<file path="src/rtl/sccbm_pkg.sv">
package sccbm_pkg;

  // Access kinds carried on the input tuser
  localparam logic [1:0] FUNC_READ    = 2'd0;
  localparam logic [1:0] FUNC_WRITE   = 2'd1;
  localparam logic [1:0] FUNC_PRELOAD = 2'd2;

  // Store geometry
  localparam int BANK_BYTES         = 8192;
  localparam int REGION_COUNT       = 4;
  localparam int DEF_BANK_COUNT     = 32;
  localparam int DEF_ROM_BANK_COUNT = 16;
  localparam int FULL_AW            = 19;  // byte address wide enough for 64 banks

  // Field widths
  localparam int FUNC_W   = 2;
  localparam int CPU_AW   = 15;
  localparam int STORE_AW = 17;
  localparam int DATA_W   = 8;
  localparam int OFF_W    = 13;
  localparam int BANK_W   = 5;
  localparam int SEL_W    = 6;
  localparam int IN_TDATA_W = 40;

  // Register decode constants
  localparam logic [CPU_AW-1:0] REG_AREA_MASK  = 15'h7800;
  localparam logic [CPU_AW-1:0] REG_AREA_MATCH = 15'h0800;
  localparam logic [CPU_AW-1:0] BANK_WIN_MASK  = 15'h1800;
  localparam logic [CPU_AW-1:0] BANK_WIN_MATCH = 15'h1000;
  localparam logic [7:0]        LOW_MODE       = 8'hFB;
  localparam logic [7:0]        LOW_BANK_FIRST = 8'hFC;
  localparam logic [DATA_W-1:0] OPEN_BUS       = 8'hFF;

  // Read result queue
  localparam int OUT_DEPTH = 3;
  localparam int OUT_PW    = 2;

  typedef struct packed {
    logic              valid;
    logic [DATA_W-1:0] data;
  } rd_beat_t;

endpackage

</file>
<file path="src/rtl/sccbm_out_fifo.sv">
module sccbm_out_fifo (
  input  logic                          clk_i,
  input  logic                          rst_ni,
  input  sccbm_pkg::rd_beat_t           push_i,
  output logic [sccbm_pkg::OUT_PW-1:0]  count_o,
  output logic                          m_axis_tvalid_o,
  input  logic                          m_axis_tready_i,
  output logic [sccbm_pkg::DATA_W-1:0]  m_axis_tdata_o   // read_data
);

  logic [sccbm_pkg::DATA_W-1:0] entry_q [sccbm_pkg::OUT_DEPTH];
  logic [sccbm_pkg::OUT_PW-1:0] wr_ptr_q, wr_ptr_d;
  logic [sccbm_pkg::OUT_PW-1:0] rd_ptr_q, rd_ptr_d;
  logic [sccbm_pkg::OUT_PW-1:0] count_q, count_d;
  logic                         pop;

  localparam logic [sccbm_pkg::OUT_PW-1:0] LAST_PTR =
    sccbm_pkg::OUT_PW'(sccbm_pkg::OUT_DEPTH - 1);

  assign pop             = m_axis_tvalid_o && m_axis_tready_i;
  assign m_axis_tvalid_o = (count_q != '0);
  assign m_axis_tdata_o  = entry_q[rd_ptr_q];
  assign count_o         = count_q;

  // Advance pointers and occupancy
  always_comb begin
    wr_ptr_d = wr_ptr_q;
    rd_ptr_d = rd_ptr_q;
    count_d  = count_q;
    if (push_i.valid) begin
      wr_ptr_d = (wr_ptr_q == LAST_PTR) ? '0 : wr_ptr_q + 1'b1;
    end
    if (pop) begin
      rd_ptr_d = (rd_ptr_q == LAST_PTR) ? '0 : rd_ptr_q + 1'b1;
    end
    unique case ({push_i.valid, pop})
      2'b10:   count_d = count_q + 1'b1;
      2'b01:   count_d = count_q - 1'b1;
      default: count_d = count_q;
    endcase
  end

  always_ff @(posedge clk_i or negedge rst_ni) begin
    if (!rst_ni) begin
      wr_ptr_q <= '0;
      rd_ptr_q <= '0;
      count_q  <= '0;
    end else begin
      wr_ptr_q <= wr_ptr_d;
      rd_ptr_q <= rd_ptr_d;
      count_q  <= count_d;
    end
  end

  // Hold the beat data
  always_ff @(posedge clk_i) begin
    if (push_i.valid) begin
      entry_q[wr_ptr_q] <= push_i.data;
    end
  end

endmodule

</file>
<file path="config.mk">
export PLATFORM = sky130hd
export DESIGN_NAME = sccbm_out_fifo
export DESIGN_NICKNAME = d
export VERILOG_FILES = /design/src/rtl/sccbm_pkg.sv /design/src/rtl/sccbm_out_fifo.sv
export SDC_FILE = /design/constraint.sdc
export NUM_CORES = 1
export LEC_CHECK = 0
export BUFFER_PORTS_ARGS = -buffer_cell sky130_fd_sc_hd__clkbuf_2
export CAP_MARGIN = 10
export CORE_ASPECT_RATIO = 1.2
export CORE_MARGIN = 1
export CORE_UTILIZATION = 55
export DETAILED_ROUTE_END_ITERATION = 6
export PLACE_DENSITY = 0.84
export SKIP_LAST_GASP = 1
export SLEW_MARGIN = 15
export SYNTH_ARGS = -nofsm -noshare
export SYNTH_HDL_FRONTEND = slang
export SYNTH_SLANG_ARGS = --single-unit
</file>
<file path="constraint.sdc">
create_clock -name clk_i -period 2.4 [get_ports clk_i]
set_clock_uncertainty 0.05 [all_clocks]
set_input_delay 0.24 -clock clk_i [delete_from_list [all_inputs] [get_ports clk_i]]
set_output_delay 0.24 -clock clk_i [all_outputs]
set_load 0.01 [all_outputs]
</file>
# Yosys cells after proc, flatten, opt, wreduce, memory -nomap -nowiden
# Memories as Yosys holds them, arrays and structs flattened.
# Cells that the tools add are included.
# classes
add_sub_neg	4
n_eq_ne	4
n_mux	5
n_reduce_logical	3
# ops
operator	n
2-bit by 1-bit adder with 2-bit output, second input constant	3
2-bit equality test, second input constant	3
2-bit 2-to-1 mux	2
2-bit one-hot mux with 2 select lines	1
2-bit nonzero test	2
2-bit by 1-bit equality test with 1-bit output, second input constant	1
1-bit 2-to-1 mux	2
2-bit by 1-bit subtractor with 2-bit output, second input constant	1
1-bit logical AND	1
# word_totals
register_bits	6
ramBits	24
input_bits	12
out_inout_bits	11
word_cells	20
mem_count	1
# mem_list
name	depth	word_bits	read_ports	rd_clocked_by_memory_dff	wr	line_no	source
entry_q	3	8	1	0	1	sccbm_out_fifo.sv:11	logic [sccbm_pkg::DATA_W-1:0] entry_q [sccbm_pkg::OUT_DEPTH];

# Longest topological paths before layout
# Gate-level depths: netlist of run 1.
# depth
depth_word	4
ltp_mapped	6
depth_no_buf	6

# Least setup slack after synthesis of run 1
# No wires, ideal clock.
# synth_path
kind	register to register
from	reg wr_ptr_q[1] (netlist bit)
to	mem entry_q[0][0] (netlist bit) (enable)
setup_ns	0.386
arrival_time_ns	1.086
required_ns	1.964
path_slack_ns	0.878
path_stages_with_launch	2
path_buffers	0
synth_period_minus_slack_ns	1.522
path_cell_list	dfrtp_1 nor3_1
# synth_rtl
element	line_no	source
start, declared	sccbm_out_fifo.sv:12	logic [sccbm_pkg::OUT_PW-1:0] wr_ptr_q, wr_ptr_d;
start signal, assigned	sccbm_out_fifo.sv:49	wr_ptr_q <= wr_ptr_d;
end, declared	sccbm_out_fifo.sv:11	
# No word-level cell before the write port.

# Final worst setup path of run 1
# layout_path
from	reg rd_ptr_q[0] (netlist bit)
to	out m_axis_tdata_o[3] (netlist bit)
# layout_between
elab_chain_len	1
# layout_rtl
element	line_no	source
start, declared	sccbm_out_fifo.sv:13	logic [sccbm_pkg::OUT_PW-1:0] rd_ptr_q, rd_ptr_d;
start signal, assigned	sccbm_out_fifo.sv:50	rd_ptr_q <= rd_ptr_d;
memory 3 x 8 bit	-	
end, declared	sccbm_out_fifo.sv:8	output logic [sccbm_pkg::DATA_W-1:0] m_axis_tdata_o
# No other way between the ends.

==> summary.md, run 1 <==
| Metric | Value |
|---|---|
| Die extent in x | `44.04 um` |
| Hold Path Depth | `1` |
| First-pass GRT wire length | `2.815 mm` |
| Max Freq | `0.5519 GHz` |
| Adder-Cell Fraction of Synth Area | `0.01073` |
| CP arrival | `1.52 ns` |
| CTS Hold Bufs | `1` |
| Core ar. | `1914 um^2` |
| Synthesized area per cell | `15.14 um^2` |
| Initial Util | `0.6092` |
| R2R Setup Slk | `0.92 ns` |
| Final setup fails | `0` |
| RSZ-0062 raised after global routing | `no` |
| Peak VDD IR | `0.7713 mV` |
| Area of the die | `2309 um^2` |
| Minimum clock period | `1.812 ns` |
| Yosys warnings | `0` |
| Hold Crit Start | `push_i[4]` |
| Site Rows | `17` |
| Vias in the first global route | `632` |
| DP Wirelength | `1.226 mm` |
| Hold endpoint | `entry_q[1][4]$_DFFE_PP_` |
| Main area contributors after synthesis | `edfxtp_1 (62%), dfrtp_1 (13%), mux2i_1 (6.9%)` |
| TritonCTS Sinks | `30` |
| GP Congestion | `0.6370` |
| Vias after detailed routing | `676` |
| Reg2reg path depth | `5` |
| Post-DR vias/cell | `5.365` |
| Mux contribution to synthesized area | `0.06867` |
| Critical path endpoint category | `output pin` |
| CTS Buf Count | `5` |
| Sum of routed wire length over all layers | `1.769 mm` |
| Simple-Gate Fraction of Synth Area | `0.06438` |
| Post-synth design cell area | `1166 um^2` |
| Largest family of logic cells by synthesized area | `multiplexers` |
| Critical R2R Launch | `count_o[0]$_DFFE_PN0P_` |
| Max-slew violation count | `0` |
| Power per cell area | `1153 nW/um^2` |
| Design Power | `1.577 mW` |
| Post-synth net total | `90` |
| Setup Fix Bufs, Post-CTS | `0` |
| CTS max path bufs | `2` |
| Root Buffer | `clkbuf_4` |
| Initial DRC count | `6` |
| WS Path Type | `reg -> out` |
| Leakage power total | `0.5692 nW` |
| Hold crit path type | `in -> reg` |
| Worst-Skew Late Latency | `0.32 ns` |
| Share of the yosys chip area belonging to registers | `0.7468` |
| Die Ht | `52.44 um` |
| Least-Margin Pin Slew | `0.6934 ns` |
| Gates resized, CTS repair | `0` |
| R2R Path End | `count_o[1]$_DFFE_PN0P_` |
| Synthesized-area fraction occupied by xor and xnor cells | `0.02253` |
| Library cells used by synthesis | `19` |
| Worst setup SP type | `flop` |
| Total track usage | `0.1890` |
| Nets@finish | `119` |
| ANT nets after route | `0` |
| WL/cell | `14.04 um` |
| Largest area contributor in the netlist | `edfxtp_1` |
| Post-Syn Instances | `77` |
| I/O pin count | `23` |
| Max Cap Violations | `0` |
| Setup TNS | `0 ns` |
| Required time of the critical path | `2.11 ns` |
| Yosys top cell area share | `0.6180` |
| Rel. slew slack | `0.5360` |
| Final Hold Fails | `0` |
| GRT Residual Overflow | `0` |
| Htree depth | `2` |
| Max FO, Critical Path | `11` |
| DR pass1 iterations | `6` |
| Largest net degree at the start of global routing | `20` |
| Antenna violations before repair | `0` |
| Final Worst Setup Slack | `0.5882 ns` |
| Seq cells post-synth | `30` |
| # fillers | `141` |
| CTS tree | `done` |
| Layout cells sized above 1 | `0.3084` |
| Status | `finished, final reports clean` |
| Synth-to-layout area growth | `17.27%` |
| Final worst-path cycle share | `0.7549` |
| Post-synthesis compound-gate area fraction | `0.06545` |
| Port Buffers | `22` |
| Clock-pin transition on the worst setup and hold timing paths | `0.09 ns` |
| # diodes | `0` |
| Post-placement setup slack | `0.9206 ns` |
| DRC Markers | `0` |
==> registers in the layout, indices dropped and copies added, names as in the netlist <==
| signal | count |
|---|---|
| entry_q | 24 |
| count_o | 2 |
| rd_ptr_q | 2 |
| wr_ptr_q | 2 |
==> worst max path at each step <==
stage                            start                 endpoint  slack, ns  cells after the start
6_report       rd_ptr_q[0]$_DFFE_PN0P_        m_axis_tdata_o[3]       0.59                      3
5_1_grt        rd_ptr_q[0]$_DFFE_PN0P_        m_axis_tdata_o[3]       0.44                      3
4_1_cts        rd_ptr_q[0]$_DFFE_PN0P_        m_axis_tdata_o[3]       0.57                      3
3_5_place_dp    count_o[0]$_DFFE_PN0P_   count_o[1]$_DFFE_PN0P_       0.92                      5
3_3_place_gp    count_o[0]$_DFFE_PN0P_   count_o[1]$_DFFE_PN0P_       0.97                      5
2_1_floorplan  wr_ptr_q[1]$_DFFE_PN0P_  entry_q[0][0]$_DFFE_PP_       0.88                      1
==> critical path, stage by stage, from the launching register on <==
cell,delay (ns)
dfrtp_1,0.69
mux2i_1,0.28
o21ai_1,0.08
clkbuf_2,0.15
==> layout by cell type (no fill, tap or decap) <==
cell,instances
ha_1,1
dfrtp_1,6
inv_2,1
edfxtp_1,24
xnor2_1,2
o21ai_2,1
nor3_1,2
or2_1,1
clkbuf_1,1
clkbuf_2,22
dlygate4sd3_1,1
o21ai_1,9
nor2_1,2
clkbuf_8,1
nand2b_1,1
inv_1,1
clkbuf_4,5
clkinv_2,1
buf_4,2
xor2_1,1
nand2_1,10
a21o_1,3
mux2i_1,8
nor3b_1,1
==> cells in the mapped netlist <==
cell / n
edfxtp_1: 24
nand2_1: 10
o21ai_1: 9
mux2i_1: 8
dfrtp_1: 6
a21o_1: 3
buf_2: 2
nor2_1: 2
nor3_1: 2
xnor2_1: 2
buf_4: 1
ha_1: 1
inv_1: 1
inv_2: 1
nand2b_1: 1
nor3b_1: 1
o21ai_2: 1
or2_1: 1
xor2_1: 1
==> through the flow <==
step | hold slack (ns) | utilization | instances | cell area, um^2
detailed placement | 0.02337 | 0.6778 | 117 | 1297
finish | 0.06995 | 0.7144 | 126 | 1368
floorplan | -0.1056 | - | 77 | 1166
global placement | 0.01890 | 0.6778 | 117 | 1297
global route | 0.04549 | 0.7144 | 126 | 1368
CTS | 0.06326 | 0.7144 | 126 | 1368
==> per-layer routing <==
metal  up-vias  part of all wire  GRT usage
met5         -                 0          0
met2        22              0.54     0.2941
li1        339                 -          -
met4         0             0.026     0.1212
met3         5             0.058    0.09310
met1       310              0.38     0.2010
==> where the power goes <==
| part | internal (mW) | switching, mW | leakage [nW] |
|---|---|---|---|
| sequential | 0.683 | 0.133 | 0.295 |
| clock | 0.142 | 0.162 | 0.0353 |
| combinational | 0.225 | 0.232 | 0.239 |
==> layout make-up <==
cell class / instances / area, um^2 / share of cell area
Clock buffer: 7 / 55.05 / 0.04026
Clock inverter: 1 / 5.005 / 0.003660
Inverter: 2 / 7.507 / 0.005489
Multi-Input combinational cell: 42 / 270.3 / 0.1976
Sequential cell: 30 / 870.8 / 0.6368
Tap cell: 19 / 23.77 / 0.01738
Timing Repair Buffer: 25 / 135.1 / 0.09881
==> kinds of logic after synthesis <==
kind of cell,Yosys count
AO/OA/AOI/OAI,13
XOR/XNOR,3
adder cells (fa/ha/maj),1
buffers and inverters,5
flip-flops,30
multiplexers,8
AND/OR/NAND/NOR,17
Power figures use the tool's default switching activity.
==> run 2: changes to the inputs <==
Settings changed: CORE_UTILIZATION 55 to 52, PLACE_DENSITY 0.84 to 0.8.
Clock period 2.4 ns to 1.7 ns, I/O delays scaled along.
==> run 2 against run 1 <==
Sequential power increased by 43%. Global-route usage shrank 0.58 points. Flip-flop and latch count is the same. Final area increased by 7.6%. Die area increased by 5.5%. Power is 43% higher. Setup slack got worse by 0.47 ns. Critical path depth unchanged. Worst hold slack improved by 0.031 ns. Sequential share of layout area fell by 4.3 points.
==> summary.md, run 2 (synthesis results as in run 1) <==
| Metric | Value |
|---|---|
| Status | `finished, final reports clean` |
| Nets@finish | `128` |
| Final Worst Setup Slack | `0.1187 ns` |
| Hold crit path type | `in -> reg` |
| Largest net degree at the start of global routing | `20` |
| Setup Fix Bufs, Post-CTS | `0` |
| Max Freq | `0.6324 GHz` |
| Worst-Skew Late Latency | `0.32 ns` |
| RSZ-0062 raised after global routing | `no` |
| Sum of routed wire length over all layers | `1.901 mm` |
| Critical path endpoint category | `output pin` |
| CTS Buf Count | `5` |
| DRC Markers | `0` |
| Required time of the critical path | `1.48 ns` |
| WL/cell | `13.02 um` |
| Initial DRC count | `11` |
| Htree depth | `2` |
| CTS max path bufs | `2` |
| Layout cells sized above 1 | `0.3103` |
| TritonCTS Sinks | `30` |
| CP arrival | `1.36 ns` |
| Vias in the first global route | `662` |
| Minimum clock period | `1.581 ns` |
| Root Buffer | `clkbuf_4` |
| Die Ht | `53.88 um` |
| Synth-to-layout area growth | `26.18%` |
| # diodes | `0` |
| Crit path from | `rd_ptr_q[0]$_DFFE_PN0P_` |
| ANT nets after route | `0` |
| Setup TNS | `0 ns` |
| Critical R2R Launch | `count_o[0]$_DFFE_PN0P_` |
| Max FO, Critical Path | `11` |
| Initial Util | `0.5568` |
| Port Buffers | `22` |
| Least-Margin Pin Slew | `0.3209 ns` |
| Die extent in x | `45.23 um` |
| Peak VDD IR | `1.114 mV` |
| Non-filler instance count after layout | `146` |
| Commonest cells after routing, fill and taps aside | `edfxtp_1 (24), clkbuf_2 (22), nand2_1 (10), o21ai_1 (9), dlygate4sd3_1 (9)` |
| Vias after detailed routing | `739` |
| Max-slew violation count | `0` |
| Placed cell count | `129` |
| Power per cell area | `1537 nW/um^2` |
| Final Hold Fails | `0` |
| Min Hold Slack | `0.1012 ns` |
| # fillers | `152` |
| Max Cap Violations | `0` |
| Final setup fails | `0` |
| Top reg by flops | `entry_q` |
| WS Path Type | `reg -> out` |
| Area of the die | `2437 um^2` |
| Clock-pin transition on the worst setup and hold timing paths | `0.08 ns` |
| CTS tree | `done` |
| Hold Crit Start | `m_axis_tready_i` |
| Total track usage | `0.1833` |
| Final worst-path cycle share | `0.9302` |
| GP Congestion | `0.6441` |
| Layout Utilization | `0.7025` |
| Post-placement setup slack | `0.1983 ns` |
| GRT Residual Overflow | `0` |
| Post-DR vias/cell | `5.062` |
| First-pass GRT wire length | `2.835 mm` |
| Max reg flops | `24` |
| Antenna violations before repair | `0` |
| Commonest non-fill, non-tap cell in the layout | `edfxtp_1` |
| Site Rows | `18` |
| Leakage power total | `0.6054 nW` |
| Rel. slew slack | `0.7861` |
| Core ar. | `2095 um^2` |
| Worst setup SP type | `flop` |
| I/O pin count | `23` |
| DP Wirelength | `1.274 mm` |
| DR pass1 iterations | `4` |
run 2: cell count changes in the layout (fill, tap and decap cells not counted), sizes merged:
| cell | previous run | this run |
|---|---|---|
| dlygate4sd3 | 1 | 9 |
| buf | 2 | 3 |
run 2: per-stage QoR:
stage,cell area (um^2),power [mW]
final,1471,2.261
after global routing,1471,2.393
after CTS,1470,2.279
after detailed placement,1319,1.846
after global placement,1319,1.803
after floorplan,1166,1.577
run 2: power by group:
| group | leakage, nW | internal (mW) | switching (mW) |
|---|---|---|---|
| Combinational | 0.277 | 0.336 | 0.340 |
| Clock | 0.0353 | 0.200 | 0.216 |
| Sequential | 0.293 | 0.970 | 0.199 |
run 2: repair_timing:
item | in CTS | in global routing
endpoints found under the hold margin | 30 | 0
hold buffers | 9 | 0
gates resized for setup | 1 | 1
endpoints found under the setup margin | 8 | 6
cloned | 0 | 0
run 2: worst max-delay path, stage by stage (launching register included):
cell and delay [ns]:
dfrtp_2 0.56, mux2i_1 0.25, o21ai_1 0.09, clkbuf_2 0.14
run 2: path summary, 6_finish.rpt:
| kind | slack, ns | to | cells past startpoint |
|---|---|---|---|
| hold / removal | 0.10 | rd_ptr_q[1]$_DFFE_PN0P_ | 3 |
| min in group asynchronous | 0.15 | count_o[0]$_DFFE_PN0P_ | 2 |
| hold reg to reg | 0.50 | wr_ptr_q[1]$_DFFE_PN0P_ | 1 |
| setup reg to reg | 0.19 | count_o[1]$_DFFE_PN0P_ | 5 |
| max in group asynchronous | 1.29 | rd_ptr_q[0]$_DFFE_PN0P_ | 2 |
| setup / recovery | 0.12 | m_axis_tdata_o[2] | 3 |
run 2: layer usage:
layer	wire length (um)	GRT usage	share of wire
met4	62	0.1111	0.033
met2	1046	0.3188	0.55
met3	90	0.08054	0.047
met5	0	0	0
met1	702	0.1743	0.37
run 2: area by class of cell:
class                      instances  area (um^2)  area share
clock buffer                       7        55.05     0.03741
clock inverter                     1        5.005    0.003401
inverter                           2        7.507    0.005102
multi-input combinational         42        270.3      0.1837
sequential                        30        873.3      0.5935
tap                               30        37.54     0.02551
timing repair buffer              34        222.7      0.1514
==> run 3: changes to the inputs <==
Settings changed: PLACE_DENSITY 0.8 to not set, PLACE_DENSITY_LB_ADDON set to 0.25, REMOVE_ABC_BUFFERS set to 1.
==> run 3 against run 2 <==
Register-to-register slack improved by 0.04 ns. Global-route usage decreased by 0.16 points. Clock power decreased by 12%. Core utilization decreased by 1.7 points. Setup slack improved by 0.070 ns. Sequential share of layout area increased by 1.4 points. First-iteration DRC count increased by 18%. Final area decreased by 2.4%. Die area unchanged. Flip-flop and latch count unchanged. Wire length decreased by 5.6%. Power decreased by 2.8%.
==> summary.md, run 3 (synthesis results as in run 1) <==
| Metric | Value |
|---|---|
| Die Ht | `53.88 um` |
| Pint | `1.473 mW` |
| # fillers | `153` |
| Sw frac | `0.3297` |
| Power per cell area | `1530 nW/um^2` |
| Nets@finish | `126` |
| First-pass GRT wire length | `2.725 mm` |
| Port Buffers | `22` |
| R2R Path End | `count_o[1]$_DFFE_PN0P_` |
| Die extent in x | `45.23 um` |
| Critical R2R Launch | `count_o[0]$_DFFE_PN0P_` |
| Sequential power share | `0.509` |
| CTS max path bufs | `2` |
| Area of the die | `2437 um^2` |
| Synth-to-layout area growth | `23.18%` |
| Antenna violations before repair | `0` |
| CTS Buf Count | `5` |
| Final worst-path cycle share | `0.8892` |
| Max Cap Violations | `0` |
| CTS tree | `done` |
| Worst setup SP type | `flop` |
| Min Hold Slack | `0.01752 ns` |
| Peak VDD IR | `1.203 mV` |
| Final instance area | `1436 um^2` |
| Commonest non-fill, non-tap cell in the layout | `edfxtp_1` |
| Largest net degree at the start of global routing | `13` |
| Reg2reg path depth | `5` |
| Required time of the critical path | `1.48 ns` |
| WL/cell | `12.47 um` |
| Dpl cell area | `1326 um^2` |
| Status | `finished, final reports clean` |
| Post-placement setup slack | `0.2400 ns` |
| Switching pwr | `0.7248 mW` |
| Commonest cells after routing, fill and taps aside | `edfxtp_1 (24), clkbuf_2 (22), nand2_1 (10), o21ai_1 (9), mux2i_1 (8)` |
| Setup Fix Bufs, Post-CTS | `0` |
| Top reg by flops | `entry_q` |
| Final Hold Fails | `0` |
| Max Freq | `0.6615 GHz` |
| Sum of routed wire length over all layers | `1.795 mm` |
| Design Power | `2.198 mW` |
| Final Worst Setup Slack | `0.1883 ns` |
| Critical path endpoint category | `output pin` |
| ANT nets after route | `0` |
| TritonCTS Sinks | `30` |
| Max FO, Critical Path | `11` |
| Layout Utilization | `0.6858` |
| # diodes | `0` |
| Logic pwr share | `0.324` |
| WS Path Type | `reg -> out` |
| Non-filler instance count after layout | `144` |
| Placed cell count | `130` |
| Clock-pin transition on the worst setup and hold timing paths | `0.07 ns` |
| DRC Markers | `0` |
| Max reg flops | `24` |
| Crit path from | `rd_ptr_q[0]$_DFFE_PN0P_` |
| DR pass1 iterations | `4` |
| DP Wirelength | `1.174 mm` |
| Layout cells sized above 1 | `0.2982` |
| Total track usage | `0.1816` |
| Clock power frac | `0.167` |
| Minimum clock period | `1.512 ns` |
| Max-slew violation count | `0` |
| Htree depth | `2` |
| Vias after detailed routing | `707` |
| Core ar. | `2095 um^2` |
| Post-DR vias/cell | `4.910` |
| Worst-Skew Late Latency | `0.31 ns` |
| RSZ-0062 raised after global routing | `no` |
| R2R Setup Slk | `0.23 ns` |
| GP Congestion | `0.6251` |
| Setup TNS | `0 ns` |
| Crit path to | `m_axis_tdata_o[5]` |
| Final setup fails | `0` |
| Initial Util | `0.5568` |
| Leakage power total | `0.5910 nW` |
| Site Rows | `18` |
| Area taken by multi-input logic gates | `270.3 um^2` |
| Root Buffer | `clkbuf_4` |
| Hold crit path type | `in -> reg` |
| Least-Margin Pin Slew | `0.3120 ns` |
| Seq. cell area | `872.1 um^2` |
| GRT Residual Overflow | `0` |
| Vias in the first global route | `669` |
| I/O pin count | `23` |
| Initial DRC count | `13` |
| Rel. slew slack | `0.7912` |
| CP arrival | `1.29 ns` |
## run 3: cell types whose count changed in the layout (fill, tap and decap cells not counted), sizes merged
cell,delta
buf,+1
dlygate4sd3,-3
## run 3: worst min path at each step
stage,from,endpoint,cells past startpoint
CTS,push_i[4],entry_q[1][4]$_DFFE_PP_,1
global placement,rst_ni,count_o[0]$_DFFE_PN0P_,1
finish,push_i[1],entry_q[0][1]$_DFFE_PP_,1
detailed placement,rst_ni,wr_ptr_q[0]$_DFFE_PN0P_,1
global route,push_i[4],entry_q[0][4]$_DFFE_PP_,1
floorplan,rst_ni,count_o[0]$_DFFE_PN0P_,0
## run 3: final cells by class
class | count | area share
clock buffer | 7 | 0.03136
clock inverter | 1 | 0.002613
inverter | 2 | 0.005226
multi-input combinational | 42 | 0.1882
sequential | 30 | 0.6071
tap | 30 | 0.02613
timing repair buffer | 32 | 0.1394
## run 3: per-layer routing
layer  global-route usage  part of all wire
met1               0.1944              0.43
met2               0.2995              0.51
met3              0.06040             0.037
met4               0.1263             0.022
met5                    0                 0
## run 3: worst max-delay path: stages, from the launching register on
cell and delay, ns:
dfrtp_2 0.55, mux2i_1 0.23, o21ai_1 0.08, clkbuf_2 0.13
## run 3: repair_timing
| item | 4_1_cts | 5_1_grt |
|---|---|---|
| hold endpoints to repair | 21 | 0 |
| endpoints found under the setup margin | 2 | 0 |
| gates resized for setup | 1 | 0 |
| hold buffers | 6 | 0 |
## run 3: power groups by stage
stage	clock, mW	sequential [mW]	combinational (mW)
after CTS	0.379	1.12	0.726
after detailed placement	0	1.14	0.714
final	0.367	1.12	0.712
after global placement	0	1.13	0.693
after global routing	0.411	1.15	0.785
after floorplan	0	1.14	0.403
